$ cat src/rtl/core/bdg_pkg.sv
// Shared types and constants of the button debounce / gesture unit.
// No dependencies; imported by every module of the block.
`timescale 1ns / 1ps
`default_nettype none

package bdg_pkg;

	localparam int CFG_INDEX_W = 3;
	localparam int CFG_DATA_W  = 16;
	localparam int TIME_W      = 32;

	// register indexes
	localparam logic [CFG_INDEX_W-1:0] REG_DEBOUNCE  = CFG_INDEX_W'(0);
	localparam logic [CFG_INDEX_W-1:0] REG_LONG      = CFG_INDEX_W'(1);
	localparam logic [CFG_INDEX_W-1:0] REG_REPEAT    = CFG_INDEX_W'(2);
	localparam logic [CFG_INDEX_W-1:0] REG_DOUBLE    = CFG_INDEX_W'(3);

	// register reset values
	localparam logic [CFG_DATA_W-1:0] DEBOUNCE_RST = CFG_DATA_W'(25);
	localparam logic [CFG_DATA_W-1:0] LONG_RST     = CFG_DATA_W'(600);
	localparam logic [CFG_DATA_W-1:0] REPEAT_RST   = CFG_DATA_W'(200);
	localparam logic [CFG_DATA_W-1:0] DOUBLE_RST   = CFG_DATA_W'(300);

	localparam int QUEUE_DEPTH_DEF = 4;

	typedef enum logic [2:0] {
		EV_PRESS   = 3'd0,
		EV_RELEASE = 3'd1,
		EV_SINGLE  = 3'd2,
		EV_DOUBLE  = 3'd3,
		EV_LSTART  = 3'd4,
		EV_HOLD    = 3'd5,
		EV_LSTOP   = 3'd6
	} bdg_event_t;

	typedef struct packed {
		logic [TIME_W-1:0] now_ms;
		logic              raw_pressed;
	} bdg_in_t;

	typedef struct packed {
		logic [2:0] event_code;
		logic       last_event;
	} bdg_out_t;

	// events caused by one tick; ev1 is meaningful only when two is set
	typedef struct packed {
		logic       two;
		bdg_event_t ev0;
		bdg_event_t ev1;
	} bdg_pair_t;

endpackage

`default_nettype wire

$ cat src/rtl/core/bdg_front.sv
// Front end: config registers, debounce and gesture state machine.
// Classifies each tick into zero, one or two events. Depends on bdg_pkg.
`timescale 1ns / 1ps
`default_nettype none

module bdg_front (
	input  logic                             clk,
	input  logic                             arst_n,
	input  logic                             cfg_wr_en,
	input  logic [bdg_pkg::CFG_INDEX_W-1:0]  cfg_index,
	input  logic [bdg_pkg::CFG_DATA_W-1:0]   cfg_data,
	input  logic                             tick_en,
	input  bdg_pkg::bdg_in_t                 tick,
	output logic                             pair_push,
	output bdg_pkg::bdg_pair_t               pair
);
	import bdg_pkg::*;

	typedef enum logic [1:0] {
		PH_IDLE    = 2'd0,
		PH_PRESSED = 2'd1,
		PH_HOLD    = 2'd2,
		PH_WAIT    = 2'd3
	} phase_t;

	logic [CFG_DATA_W-1:0] debounce_ms_q, long_press_ms_q, hold_repeat_ms_q, double_press_ms_q;

	logic              last_raw_q, stable_q, long_done_q, dbl_pend_q;
	logic [TIME_W-1:0] change_time_q, press_time_q, release_time_q, hold_time_q;
	phase_t            phase_q;

	logic              last_raw_n, stable_n, long_done_n, dbl_pend_n;
	logic [TIME_W-1:0] change_time_n, press_time_n, release_time_n, hold_time_n;
	phase_t            phase_n;

	logic              commit, press_edge, up_edge;
	logic [TIME_W-1:0] now;
	logic [TIME_W-1:0] d_change, d_press, d_hold, d_release;
	logic [1:0]        n_ev;
	bdg_event_t        ev0, ev1;

	assign now       = tick.now_ms;
	// a raw change restarts the debounce timer in this very tick
	assign d_change  = (tick.raw_pressed != last_raw_q) ? '0 : now - change_time_q;
	assign d_press   = now - press_time_q;
	assign d_hold    = now - hold_time_q;
	assign d_release = now - release_time_q;

	always_comb begin
		last_raw_n     = last_raw_q;
		change_time_n  = change_time_q;
		stable_n       = stable_q;
		press_time_n   = press_time_q;
		release_time_n = release_time_q;
		hold_time_n    = hold_time_q;
		long_done_n    = long_done_q;
		dbl_pend_n     = dbl_pend_q;
		phase_n        = phase_q;
		n_ev           = 2'd0;
		ev0            = EV_PRESS;
		ev1            = EV_PRESS;

		// debounce: restart the timer on every raw change
		if (tick.raw_pressed != last_raw_q) begin
			last_raw_n    = tick.raw_pressed;
			change_time_n = now;
		end
		commit     = (d_change >= TIME_W'(debounce_ms_q)) && (tick.raw_pressed != stable_q);
		press_edge = commit && tick.raw_pressed;
		up_edge    = commit && !tick.raw_pressed;
		if (commit) begin
			stable_n = tick.raw_pressed;
		end

		if (press_edge) begin
			ev0          = EV_PRESS;
			n_ev         = 2'd1;
			press_time_n = now;
			long_done_n  = 1'b0;
			dbl_pend_n   = (phase_q == PH_WAIT);
			phase_n      = PH_PRESSED;
			// zero long-press time: long start in the same tick
			if (long_press_ms_q == '0) begin
				ev1         = EV_LSTART;
				n_ev        = 2'd2;
				long_done_n = 1'b1;
				phase_n     = PH_HOLD;
				hold_time_n = now;
			end
		end else if (up_edge) begin
			ev0  = EV_RELEASE;
			n_ev = 2'd1;
			case (phase_q)
				PH_HOLD: begin
					ev1        = EV_LSTOP;
					n_ev       = 2'd2;
					phase_n    = PH_IDLE;
					dbl_pend_n = 1'b0;
				end
				PH_PRESSED: begin
					if (dbl_pend_q) begin
						ev1        = EV_DOUBLE;
						n_ev       = 2'd2;
						phase_n    = PH_IDLE;
						dbl_pend_n = 1'b0;
					end else if (double_press_ms_q == '0) begin
						// window of zero closes at once
						ev1            = EV_SINGLE;
						n_ev           = 2'd2;
						phase_n        = PH_IDLE;
						release_time_n = now;
					end else begin
						phase_n        = PH_WAIT;
						release_time_n = now;
					end
				end
				default: begin
					phase_n = PH_IDLE;
				end
			endcase
		end else begin
			case (phase_q)
				PH_PRESSED: begin
					if (!long_done_q && d_press >= TIME_W'(long_press_ms_q)) begin
						ev0         = EV_LSTART;
						n_ev        = 2'd1;
						long_done_n = 1'b1;
						phase_n     = PH_HOLD;
						hold_time_n = now;
					end
				end
				PH_HOLD: begin
					if (d_hold >= TIME_W'(hold_repeat_ms_q)) begin
						ev0         = EV_HOLD;
						n_ev        = 2'd1;
						hold_time_n = now;
					end
				end
				PH_WAIT: begin
					if (d_release >= TIME_W'(double_press_ms_q)) begin
						ev0     = EV_SINGLE;
						n_ev    = 2'd1;
						phase_n = PH_IDLE;
					end
				end
				default: begin
				end
			endcase
		end
	end

	assign pair_push = tick_en && (n_ev != 2'd0);
	assign pair.two  = n_ev[1];
	assign pair.ev0  = ev0;
	assign pair.ev1  = ev1;

	always_ff @(posedge clk or negedge arst_n) begin
		if (!arst_n) begin
			debounce_ms_q     <= DEBOUNCE_RST;
			long_press_ms_q   <= LONG_RST;
			hold_repeat_ms_q  <= REPEAT_RST;
			double_press_ms_q <= DOUBLE_RST;
			last_raw_q        <= 1'b0;
			stable_q          <= 1'b0;
			change_time_q     <= '0;
			press_time_q      <= '0;
			release_time_q    <= '0;
			hold_time_q       <= '0;
			long_done_q       <= 1'b0;
			dbl_pend_q        <= 1'b0;
			phase_q           <= PH_IDLE;
		end else begin
			if (cfg_wr_en) begin
				case (cfg_index)
					REG_DEBOUNCE: debounce_ms_q     <= cfg_data;
					REG_LONG:     long_press_ms_q   <= cfg_data;
					REG_REPEAT:   hold_repeat_ms_q  <= cfg_data;
					REG_DOUBLE:   double_press_ms_q <= cfg_data;
					default: begin
					end
				endcase
			end
			if (tick_en) begin
				last_raw_q     <= last_raw_n;
				stable_q       <= stable_n;
				change_time_q  <= change_time_n;
				press_time_q   <= press_time_n;
				release_time_q <= release_time_n;
				hold_time_q    <= hold_time_n;
				long_done_q    <= long_done_n;
				dbl_pend_q     <= dbl_pend_n;
				phase_q        <= phase_n;
			end
		end
	end

endmodule

`default_nettype wire

$ cat src/rtl/core/bdg_queue.sv
// Short FIFO of event pairs between the front end and the result side.
// Depends on bdg_pkg.
`timescale 1ns / 1ps
`default_nettype none

module bdg_queue #(
	parameter int DEPTH = bdg_pkg::QUEUE_DEPTH_DEF
) (
	input  logic               clk,
	input  logic               arst_n,
	input  logic               wr_en,
	input  bdg_pkg::bdg_pair_t wr_data,
	output logic               full,
	input  logic               rd_en,
	output bdg_pkg::bdg_pair_t rd_data,
	output logic               valid
);
	import bdg_pkg::*;

	localparam int PTR_W = (DEPTH > 1) ? $clog2(DEPTH) : 1;
	localparam int CNT_W = $clog2(DEPTH + 1);

	bdg_pair_t          mem_q [DEPTH];
	logic [PTR_W-1:0]   wr_ptr_q, rd_ptr_q;
	logic [CNT_W-1:0]   cnt_q;
	logic               do_wr, do_rd;

	assign full    = (cnt_q == CNT_W'(DEPTH));
	assign valid   = (cnt_q != '0);
	assign do_wr   = wr_en && !full;
	assign do_rd   = rd_en && valid;
	assign rd_data = mem_q[rd_ptr_q];

	always_ff @(posedge clk) begin
		if (do_wr) begin
			mem_q[wr_ptr_q] <= wr_data;
		end
	end

	always_ff @(posedge clk or negedge arst_n) begin
		if (!arst_n) begin
			wr_ptr_q <= '0;
			rd_ptr_q <= '0;
			cnt_q    <= '0;
		end else begin
			if (do_wr) begin
				wr_ptr_q <= (wr_ptr_q == PTR_W'(DEPTH - 1)) ? '0 : wr_ptr_q + 1'b1;
			end
			if (do_rd) begin
				rd_ptr_q <= (rd_ptr_q == PTR_W'(DEPTH - 1)) ? '0 : rd_ptr_q + 1'b1;
			end
			if (do_wr && !do_rd) begin
				cnt_q <= cnt_q + 1'b1;
			end else if (do_rd && !do_wr) begin
				cnt_q <= cnt_q - 1'b1;
			end
		end
	end

endmodule

`default_nettype wire

$ cat src/rtl/core/bdg_back.sv
// Back end: splits each queued event pair into single result words.
// Depends on bdg_pkg.
`timescale 1ns / 1ps
`default_nettype none

module bdg_back (
	input  logic               clk,
	input  logic               arst_n,
	input  logic               head_valid,
	input  bdg_pkg::bdg_pair_t head,
	output logic               head_pop,
	output logic               empty,
	input  logic               pop,
	output bdg_pkg::bdg_out_t  gesture
);
	import bdg_pkg::*;

	logic second_q;
	logic is_last;

	assign is_last            = second_q || !head.two;
	assign empty              = !head_valid;
	assign gesture.event_code = second_q ? head.ev1 : head.ev0;
	assign gesture.last_event = is_last;
	assign head_pop           = pop && head_valid && is_last;

	always_ff @(posedge clk or negedge arst_n) begin
		if (!arst_n) begin
			second_q <= 1'b0;
		end else if (pop && head_valid) begin
			second_q <= !is_last;
		end
	end

endmodule

`default_nettype wire

$ cat src/rtl/core/button_debounce_gesture_detector_unit.sv
// Each accepted tick's events are registered in the event queue and reach the result side from its head.
// Throughput: one tick per cycle while the event queue has room; one word per cycle out while pop is held.
// A tick makes 0 to 2 words, so output pops set the long-run rate when ticks are busy.
// Reset (arst_n low, async): registers to defaults, button released, phase idle,
// event queue empty. No clearing pass; ticks are taken right after reset.
`timescale 1ns / 1ps
`default_nettype none

module button_debounce_gesture_detector_unit #(
	parameter int QUEUE_DEPTH = bdg_pkg::QUEUE_DEPTH_DEF
) (
	input  logic                             clk,
	input  logic                             arst_n,
	// config write port
	input  logic                             cfg_wr_en,
	input  logic [bdg_pkg::CFG_INDEX_W-1:0]  cfg_index,
	input  logic [bdg_pkg::CFG_DATA_W-1:0]   cfg_data,
	// tick input, queue style
	input  logic                             push,
	output logic                             full,
	input  bdg_pkg::bdg_in_t                 tick,
	// result output, queue style
	output logic                             empty,
	input  logic                             pop,
	output bdg_pkg::bdg_out_t                gesture
);
	import bdg_pkg::*;

	logic      tick_en;
	logic      pair_push;
	bdg_pair_t pair;
	logic      head_valid;
	bdg_pair_t head;
	logic      head_pop;

	// a tick is taken whenever the queue can hold its events; the front end
	// updates its state every accepted tick even when no event comes out
	assign tick_en = push && !full;

	// front: debounce, gesture phases and config registers
	bdg_front u_front (
		.clk       (clk),
		.arst_n    (arst_n),
		.cfg_wr_en (cfg_wr_en),
		.cfg_index (cfg_index),
		.cfg_data  (cfg_data),
		.tick_en   (tick_en),
		.tick      (tick),
		.pair_push (pair_push),
		.pair      (pair)
	);

	// one entry per tick that produced events; full here stalls the tick side
	bdg_queue #(
		.DEPTH (QUEUE_DEPTH)
	) u_queue (
		.clk     (clk),
		.arst_n  (arst_n),
		.wr_en   (pair_push),
		.wr_data (pair),
		.full    (full),
		.rd_en   (head_pop),
		.rd_data (head),
		.valid   (head_valid)
	);

	// back: hands out the one or two words of the head entry, marks the last
	bdg_back u_back (
		.clk        (clk),
		.arst_n     (arst_n),
		.head_valid (head_valid),
		.head       (head),
		.head_pop   (head_pop),
		.empty      (empty),
		.pop        (pop),
		.gesture    (gesture)
	);

endmodule

`default_nettype wire

$ cat config.mk
export PLATFORM = sky130hd
export DESIGN_NAME = button_debounce_gesture_detector_unit
export DESIGN_NICKNAME = d
export VERILOG_FILES = /design/src/rtl/core/bdg_pkg.sv /design/src/rtl/core/bdg_front.sv /design/src/rtl/core/bdg_queue.sv /design/src/rtl/core/bdg_back.sv /design/src/rtl/core/button_debounce_gesture_detector_unit.sv
export SDC_FILE = /design/constraint.sdc
export NUM_CORES = 1
export LEC_CHECK = 0
export ABC_CLOCK_PERIOD_IN_PS = 5800
export BUFFER_PORTS_ARGS = -buffer_cell sky130_fd_sc_hd__buf_2
export CAP_MARGIN = 10
export CORE_MARGIN = 4
export CORE_UTILIZATION = 58
export CTS_CLUSTER_SIZE = 24
export DETAILED_ROUTE_END_ITERATION = 7
export PLACE_DENSITY = 0.76
export SETUP_SLACK_MARGIN = 0.4
export SYNTH_ARGS = -nofsm -noshare
export SYNTH_HDL_FRONTEND = slang
export SYNTH_SLANG_ARGS = --single-unit
$ cat constraint.sdc
create_clock -name clk -period 5.8 [get_ports clk]
set_input_delay 0.29 -clock clk [delete_from_list [all_inputs] [get_ports clk]]
set_output_delay 0.29 -clock clk [all_outputs]
set_load 0.01 [all_outputs]
==> metrics.yaml, run 1 <==
power:
  p_sw_w: 0.00574
  power_density_nw_per_um2: 593
  combPwrFrac_pct: 65.8
  power_frac_clock_pct: 13.5
  p_sw_share_pct: 44.9
  p_int_w: 0.00704
  vdd_drop_max_uv: 329
  p_leak_nw: 9.84
  sequentialPowerShare_pct: 20.7
synthesis:
  syn-num-nets: 2359
  synth_fa_ha_area_share_pct: 13.8
  synth-simple-area-share_pct: 13.9
  yosys-mux-area-fraction_pct: 9.24
  synth-edff-count: 28
  synth-seq-cells: 234
  ys_types: 94
  synth_top_area_cell: "dfrtp_1"
  async_flop_share_pct: 88.0
  synth_top_family_by_area: "compound AO/OA/AOI/OAI gates"
  yosysWarnings: 0
  synth-xor-area-share_pct: 4.02
  synthFlopType: "dfrtp_1"
  syn_inst: 2099
  yosys-top-cells-area: "dfrtp_1, ha_1, mux2_2, inv_1, edfxtp_1"
  syn_avg_cell_area_um2: 8.92
  synth_compound_area_share_pct: 20.6
  synth_area_um2: 18700
  yosysSeqAreaShare_pct: 32.1
  synth.top_cell.area_share_pct: 25.7
finish:
  nFillCells: 2559
  num-nets-final: 2491
  num_antenna_cells: 0
  fin_cells: 2653
  layout-drive-gt1-share_pct: 20.2
  mostFrequentLayoutCells: "inv_1, nand2_1, dfrtp_1, ha_1, o21ai_0"
  area_growth_pct: 15.0
  final_common_cell: "inv_1"
  postLayoutCellArea_um2: 21500
grt:
  grt_use_total_pct: 29.9
  gr-total-overflow: 0
  grt_pass1_wl_um: 85700
  met3_usage_pct: 4.13
  grt_pass1_vias: 15900
  antenna_found_initial: 0
  top_usage_layer: "met2"
  grt_max_degree: 86
  grtUsageMet1_pct: 43.0
  grtUsageMet2_pct: 46.1
clock_network:
  clk_latency_ps: 580
  cts-buffers-inserted: 27
  path_clk_slew_ps: 60
  cts_root_buffer: "clkbuf_16"
  tritoncts: "built"
  clockBufferDepth: 3
  h-tree-depth: 1
  cts.sinks: 234
timing:
  relSlewSlack_pct: 37.2
  rsz0062_at_grt: "true"
  worst_pin_slew_ps: 937
  skew_ps: 19.9
  timing.setup.tns_ps: 0
  setup_viol: 0
  finalCritPeriodShare_pct: 96.8
  final-hold-violation-count: 0
  fmax_mhz: 178
  finalMaxSlewViolations: 0
  period_needed_ps: 5610
place:
  dp_cells: 2580
  post-dp-hpwl_um: 41200
  dpl_cell_area_um2: 20000
  place_congestion: 0.964
  io_buffers: 62
die:
  ios: 63
  rows: 65
  die_x_um: 188
  die_area_um2: 35200
  fp.dieH_um: 188
  core_region_area_um2: 31700
  start_util_pct: 59.0
worst_setup_path:
  crit_path_start_kind: "flop"
  required_ps: 6260
  path_buf_inv: 3
  cp_slowest_cell: "fa_2"
  arrival_ps: 6070
  critical-path-top-delay-family: "compound AO/OA/AOI/OAI gates"
  path_max_fanout: 3
  crit_type: "reg2reg"
  worstSetupEndpointType: "flop"
  slowest_delay_ps: 410
drt:
  wl_um: 54800
  firstDrtPassIters: 5
  vias: 16400
  first_iter_violations: 1483
  via_per_inst: 6.17
  drc_errors: 0
  wire_per_inst_um: 20.7
  ant_nets: 0
run_status:
  status: "complete, no violations"
run:
  drv_cap: 0
worst_hold_path:
  hp-class: "in2reg"
path summary, 6_finish.rpt:
path / from / to / slack [ps] / depth (start not counted)
setup / recovery: u_front.press_time_q[0]$_DFFE_PN0P_ / u_queue.cnt_q[1]$_DFFE_PN0P_ / 190 / 25
hold / removal: cfg_data[3] / u_front.hold_repeat_ms_q[3]$_DFFE_PN1P_ / 20 / 3
setup reg to reg: u_front.press_time_q[0]$_DFFE_PN0P_ / u_queue.cnt_q[1]$_DFFE_PN0P_ / 190 / 25
hold reg to reg: u_front.change_time_q[0]$_DFFE_PN0P_ / u_front.change_time_q[0]$_DFFE_PN0P_ / 500 / 2
max in group asynchronous: arst_n / u_front.release_time_q[13]$_DFFE_PN0P_ / 4110 / 3
min in group asynchronous: arst_n / u_front.press_time_q[2]$_DFFE_PN0P_ / 320 / 2
worst min-delay path: stages:
cell,delay [ps]
buf_2,160
nand2_1,60
o21ai_0,70
cells in the mapped netlist, drive strengths merged (21+ instances only):
library cell  instances
inv                 231
nand2               199
ha                  198
dfrtp               192
o21ai               167
a21oi               143
mux2                123
nor2                108
a21o                 54
xnor2                54
clkbuf               52
nand4                36
nor3                 36
xor2                 32
nand3                31
edfxtp               28
a31oi                26
o21a                 24
buf                  21
routing by layer:
metal	up-vias	wire length (um)
li1	7810	-
met5	-	0
met2	534	24100
met3	121	3250
met4	0	2270
met1	7898	25200
power by group through the flow:
stage / clock (W) / combinational, W / sequential [W]
final: 0.00173 / 0.00840 / 0.00264
after global routing: 0.00184 / 0.00923 / 0.00270
after CTS: 0.00177 / 0.00789 / 0.00263
after detailed placement: 0 / 0.00764 / 0.00266
after global placement: 0 / 0.00746 / 0.00263
after floorplan: 0 / 0.00571 / 0.00255
stage by stage:
stage	hold WS (ps)	setup slack, ps	total power [W]	util (%)
after floorplan	-5.59	406	0.00825	-
after global placement	333	-113	0.0101	63.0
after detailed placement	346	-346	0.0103	63.0
after CTS	3.23	261	0.0123	66.7
after global routing	16.3	-49.5	0.0138	67.9
final	20.5	187	0.0128	67.9
cell type report:
cell class                      count  area, um2  area share (%)
Clock buffer                       35        746            3.46
Sequential cell                   234       6010            27.9
Multi-Input combinational cell   1561      12000            55.6
Tap cell                          402        503            2.34
Inverter                          231        867            4.03
Clock inverter                     14        141           0.656
Timing Repair Buffer              176       1290            5.99
registers in the layout, summed over array words and instances (netlist names), 2 cells and up:
name / flops
u_front.press_time_q: 32
u_queue.cnt_q: 3
u_front.hold_repeat_ms_q: 16
u_front.long_press_ms_q: 16
u_queue.wr_ptr_q: 2
u_queue.rd_ptr_q: 2
u_front.hold_time_q: 32
u_front.debounce_ms_q: 16
u_front.change_time_q: 32
u_front.double_press_ms_q: 16
u_queue.mem_q: 28
u_front.phase_q: 2
u_front.release_time_q: 32
cell families (layout without fill, tap and decap cells):
| logic type | count (synthesis) | count (layout) |
|---|---|---|
| AND/OR/NAND/NOR | 543 | 543 |
| XOR/XNOR | 86 | 86 |
| adder cells (fa/ha/maj) | 203 | 203 |
| flip-flops | 234 | 234 |
| buffers and inverters | 304 | 456 |
| AO/OA/AOI/OAI | 592 | 592 |
| multiplexers | 137 | 137 |
timing repair:
action                                  CTS  global route
gates resized for setup                  41            52
setup buffers                             8            10
hold buffers                              3             0
pin swaps                                27            19
hold endpoints to repair                 81             0
endpoints found under the setup margin   66            97
gates cloned                              0             3
Power figures use the tool's default switching activity.
==> inputs of run 2 (changes only) <==
--- a/config.mk
+++ b/config.mk
@@ -9,10 +9,10 @@
 export BUFFER_PORTS_ARGS = -buffer_cell sky130_fd_sc_hd__buf_2
 export CAP_MARGIN = 10
 export CORE_MARGIN = 4
-export CORE_UTILIZATION = 58
+export CORE_UTILIZATION = 50
 export CTS_CLUSTER_SIZE = 24
 export DETAILED_ROUTE_END_ITERATION = 7
-export PLACE_DENSITY = 0.76
+export PLACE_DENSITY = 0.67
 export SETUP_SLACK_MARGIN = 0.4
 export SYNTH_ARGS = -nofsm -noshare
 export SYNTH_HDL_FRONTEND = slang
==> run 2 against run 1 <==
Wire length grew 2.5%. Flip-flop and latch count unchanged. Critical path depth is 2 lower.
==> metrics.yaml, run 2 (synthesized netlist as in run 1, its figures left out) <==
clock_network:
  path_clk_slew_ps: 60
  cts_root_buffer: "clkbuf_16"
  h-tree-depth: 1
  cts-buffers-inserted: 29
  cts.sinks: 234
  clk_latency_ps: 590
  clockBufferDepth: 3
  tritoncts: "built"
power:
  combPwrFrac_pct: 65.2
  power_frac_clock_pct: 14.8
  p_leak_nw: 10.1
  p_sw_w: 0.00581
  finalPower_w: 0.0132
  p_sw_share_pct: 44.1
  p_int_w: 0.00736
  vdd_drop_max_uv: 282
  sequentialPowerShare_pct: 20.1
  power_density_nw_per_um2: 593
grt:
  grt_pass1_wl_um: 87800
  grt_pass1_vias: 16200
  antenna_found_initial: 0
  grt_max_degree: 100
  gr-total-overflow: 0
  grt_use_total_pct: 26.4
worst_setup_path:
  path_buf_inv: 2
  required_ps: 6280
  crit_type: "reg2reg"
  arrival_ps: 6090
  critical-path-top-delay-family: "compound AO/OA/AOI/OAI gates"
  crit_path_start_kind: "flop"
  cp_cell_sequence: "inv_1, ha_1, nand2b_1, a21o_1, a31o_4, o311ai_1, xor2_1, ha_1, nand4_1, or2_4, o221ai_2, a211o_1, a2111o_1, a2111oi_4, nand4b_1, or4_4, nand2_4, o31ai_4, o221a_4, ha_4, inv_2, fa_2, mux2_2"
  path_common_cell: "ha_1"
  worstSetupEndpointType: "flop"
  path_max_fanout: 5
  cp_slowest_cell: "or4_4"
  slowest_delay_ps: 610
finish:
  final_common_cell: "inv_1"
  layout-drive-gt1-share_pct: 22.1
  num-nets-final: 2541
  area_growth_pct: 18.7
  num_antenna_cells: 0
  mostFrequentLayoutCells: "inv_1, nand2_1, dfrtp_1, ha_1, o21ai_0"
timing:
  fmax_mhz: 178
  period_needed_ps: 5610
  skew_ps: 30.1
  finalCritPeriodShare_pct: 96.8
  relSlewSlack_pct: 38.1
  rsz0062_at_grt: "true"
  layout_setup_ws_ps: 185
  setup_viol: 0
  final-hold-violation-count: 0
  finalMaxSlewViolations: 0
  worst_pin_slew_ps: 921
die:
  core_region_area_um2: 36800
  die_area_um2: 40600
  start_util_pct: 50.9
  rows: 70
  die_x_um: 202
  ios: 63
  fp.dieH_um: 202
run:
  drv_cap: 0
drt:
  drc_errors: 0
  first_iter_violations: 1294
  wire_per_inst_um: 20.3
  wl_um: 56200
  vias: 16600
  firstDrtPassIters: 6
  via_per_inst: 6.01
  ant_nets: 0
place:
  io_buffers: 62
  place_ws_ps: -268
  place_congestion: 0.961
  post-dp-hpwl_um: 41600
worst_hold_path:
  hp-class: "in2reg"
run_status:
  status: "complete, no violations"
[run 2: changes by cell type in the layout (fill, tap and decap cells not counted), sizes merged]
cell | before | now
clkbuf | 37 | 36
dlygate4sd3 | 3 | 9
clkinv | 10 | 3
inv | 232 | 235
bufinv | 2 | 5
buf | 171 | 213
clkinvlp | 1 | 8
[run 2: layout make-up]
type	count	area (um2)
sequential	234	6010
inverter	231	867
clock buffer	34	754
multi-input combinational	1561	12000
fill	3147	14600
tap	468	586
clock inverter	20	270
timing repair buffer	224	1720
[run 2: what timing repair did]
item | in CTS | in global routing
hold buffers | 9 | 0
pin swaps | 34 | 40
buffers inserted | 8 | 16
hold endpoints to repair | 99 | 0
gates resized for setup | 47 | 68
setup endpoints to repair | 64 | 96
gates cloned | 0 | 3
[run 2: per-stage QoR]
stage	util, %	hold WS, ps	instances	TNS [ps]	instance area (um2)
floorplan	-	-5.59	2099	0	18700
global placement	55.3	394	2682	-119	20400
detailed placement	55.3	393	2682	-400	20400
CTS	59.0	6.04	2753	0	21700
global route	60.4	16.2	2772	-50.2	22200
finish	60.4	17.8	2772	0	22200
[run 2: routing by layer]
layer	vias to the layer above	wire, um	GRT usage, %
met5	-	0	0
met4	0	2060	7.79
met3	109	3030	3.01
met2	523	25500	43.3
met1	8085	25600	37.0
li1	7930	-	-
[run 2: path summary, 6_finish.rpt]
| check | start | to | slack (ps) | cells past startpoint |
|---|---|---|---|---|
| max | u_front.hold_time_q[1]$_DFFE_PN0P_ | u_queue.cnt_q[1]$_DFFE_PN0P_ | 190 | 23 |
| min | cfg_data[0] | u_front.long_press_ms_q[0]$_DFFE_PN0P_ | 20 | 2 |
| max reg2reg | u_front.hold_time_q[1]$_DFFE_PN0P_ | u_queue.cnt_q[1]$_DFFE_PN0P_ | 190 | 23 |
| min reg2reg | u_queue.cnt_q[2]$_DFFE_PN0P_ | u_queue.cnt_q[2]$_DFFE_PN0P_ | 490 | 1 |
| max in group asynchronous | arst_n | u_front.press_time_q[29]$_DFFE_PN0P_ | 4060 | 3 |
| min in group asynchronous | arst_n | u_front.debounce_ms_q[7]$_DFFE_PN0P_ | 330 | 2 |
[run 2: power groups by stage]
stage,clock [W],combinational (W),sequential [W]
3_5_place_dp,0,0.00777,0.00266
4_1_cts,0.00198,0.00801,0.00264
2_1_floorplan,0,0.00571,0.00255
3_3_place_gp,0,0.00761,0.00263
5_1_grt,0.00205,0.00946,0.00271
6_report,0.00195,0.00858,0.00264
==> inputs of run 3 (changes only) <==
--- a/config.mk
+++ b/config.mk
@@ -12,7 +12,7 @@
 export CORE_UTILIZATION = 50
 export CTS_CLUSTER_SIZE = 24
 export DETAILED_ROUTE_END_ITERATION = 7
-export PLACE_DENSITY = 0.67
+export PLACE_DENSITY = 0.66
 export SETUP_SLACK_MARGIN = 0.4
 export SYNTH_ARGS = -nofsm -noshare
 export SYNTH_HDL_FRONTEND = slang
==> run 3 against run 2 <==
Critical path depth is 3 higher. First-iteration DRC count is 3.5% lower. Setup slack better by 73 ps. Hold slack better by 1.0 ps. Register-to-register slack better by 70 ps. Wire length is 0.54% lower. Critical path type unchanged.
==> metrics.yaml, run 3 (synthesized netlist as in run 1, its figures left out) <==
worst_setup_path:
  crit_path_start_kind: "flop"
  reg2reg_from: "u_front.hold_time_q[5]$_DFFE_PN0P_"
  arrival_ps: 6010
  cp-startpoint: "u_front.hold_time_q[5]$_DFFE_PN0P_"
  required_ps: 6270
  path_max_fanout: 4
  crit_type: "reg2reg"
  worstSetupEndpointType: "flop"
worst_hold_path:
  hp-class: "in2reg"
  min_from: "cfg_data[0]"
grt:
  gr-total-overflow: 0
  grt_use_total_pct: 26.4
  grt_max_degree: 89
  grt_pass1_vias: 16000
  antenna_found_initial: 0
  grt_pass1_wl_um: 87200
finish:
  final_util_pct: 60.7
  num-nets-final: 2543
  layout-drive-gt1-share_pct: 22.5
  final_common_cell: "inv_1"
  mostFrequentLayoutCells: "inv_1, nand2_1, dfrtp_1, ha_1, o21ai_0"
  area_growth_pct: 19.2
  num_antenna_cells: 0
  postLayoutCellArea_um2: 22300
  fin_cells: 2775
drt:
  vias: 16600
  via_per_inst: 5.99
  ant_nets: 0
  wl_um: 55900
  wire_per_inst_um: 20.1
  drc_errors: 0
  firstDrtPassIters: 5
  first_iter_violations: 1249
place:
  dp_cells: 2662
  io_buffers: 62
  place_congestion: 0.966
  post-dp-hpwl_um: 41500
  dpl_cell_area_um2: 20200
clock_network:
  cts_root_buffer: "clkbuf_16"
  cts-buffers-inserted: 30
  path_clk_slew_ps: 60
  cts.sinks: 234
  clk_latency_ps: 590
  clockBufferDepth: 3
  tritoncts: "built"
  h-tree-depth: 1
timing:
  worst_pin_slew_ps: 963
  finalMaxSlewViolations: 0
  final-hold-violation-count: 0
  skew_ps: 11.7
  setup_viol: 0
  period_needed_ps: 5540
  rsz0062_at_grt: "true"
  fmax_mhz: 180
  finalCritPeriodShare_pct: 95.6
  relSlewSlack_pct: 35.3
power:
  power_density_nw_per_um2: 593
  vdd_drop_max_uv: 312
  p_leak_nw: 10.2
  finalPower_w: 0.0132
die:
  ios: 63
  fp.dieH_um: 202
  core_region_area_um2: 36800
  die_x_um: 202
  start_util_pct: 50.9
  rows: 70
  die_area_um2: 40600
run:
  drv_cap: 0
run_status:
  status: "complete, no violations"
-- run 3: cell count changes in the layout (fill, tap and decap cells not counted), sizes merged --
cell	before	now
buf	213	214
inv	235	232
bufinv	5	3
clkinv	3	9
clkinvlp	8	3
clkbuf	36	42
-- run 3: where the power goes --
part / total [W] / internal, W / switching [W]
sequential: 0.00264 / 0.00231 / 0.000330
clock: 0.00197 / 0.00119 / 0.000779
combinational: 0.00864 / 0.00394 / 0.00470
total: 0.0132 / 0.00744 / 0.00581
-- run 3: through the flow --
| stage | worst slack, ps | hold slack, ps | TNS (ps) |
|---|---|---|---|
| floorplan | 406 | -5.59 | 0 |
| global placement | -107 | 353 | -107 |
| detailed placement | -240 | 361 | -311 |
| CTS | 193 | 1.71 | 0 |
| global route | 36.4 | 11.7 | 0 |
| finish | 258 | 18.8 | 0 |
-- run 3: final cells by class --
cell class                      instances  area (um2)
Fill cell                            3180       14500
Clock buffer                           40         870
Clock inverter                         16         195
Timing Repair Buffer                  225        1710
Inverter                              231         867
Sequential cell                       234        6010
Multi-Input combinational cell       1561       12100
Tap cell                              468         586
-- run 3: path summary, 6_finish.rpt --
check                      slack [ps]  cells past startpoint                                      to
setup / recovery                  260                     26            u_queue.cnt_q[1]$_DFFE_PN0P_
hold / removal                     20                      2  u_front.long_press_ms_q[0]$_DFFE_PN0P_
max in group asynchronous        4010                      3  u_front.release_time_q[24]$_DFFE_PN0P_
hold reg to reg                   490                      1            u_queue.cnt_q[2]$_DFFE_PN0P_
setup reg to reg                  260                     26            u_queue.cnt_q[1]$_DFFE_PN0P_
min in group asynchronous         290                      2  u_front.long_press_ms_q[5]$_DFFE_PN0P_
-- run 3: timing repair --
item	in CTS	in global routing
gates cloned	0	3
pin swaps	35	54
hold buffers	9	0
hold endpoints to repair	92	0
resized for setup	42	71
setup buffers	27	18
endpoints found under the setup margin	66	99
-- run 3: metal layers --
| layer | routed length (um) | global-route usage, % |
|---|---|---|
| met1 | 25900 | 38.0 |
| met5 | 0 | 0 |
| met2 | 24600 | 41.3 |
| met4 | 1850 | 8.08 |
| met3 | 3530 | 3.88 |
-- run 3: critical path, stage by stage (launching register included) --
cell and delay, ps:
dfrtp_1 380, inv_1 60, ha_1 390, o211ai_1 200
a21oi_4 90, o21a_1 210, o21ai_0 140, nand2b_1 100
buf_4 140, buf_4 120, xor2_1 130, ha_1 180
a21o_1 150, a21o_1 180, a21oi_2 140, o22ai_1 90
a2111o_1 370, a2111oi_2 280, nand4b_1 140, or4_4 600
nand2_4 100, o31ai_4 70, o221a_4 270, ha_4 160
inv_2 50, fa_2 420, mux2_4 270
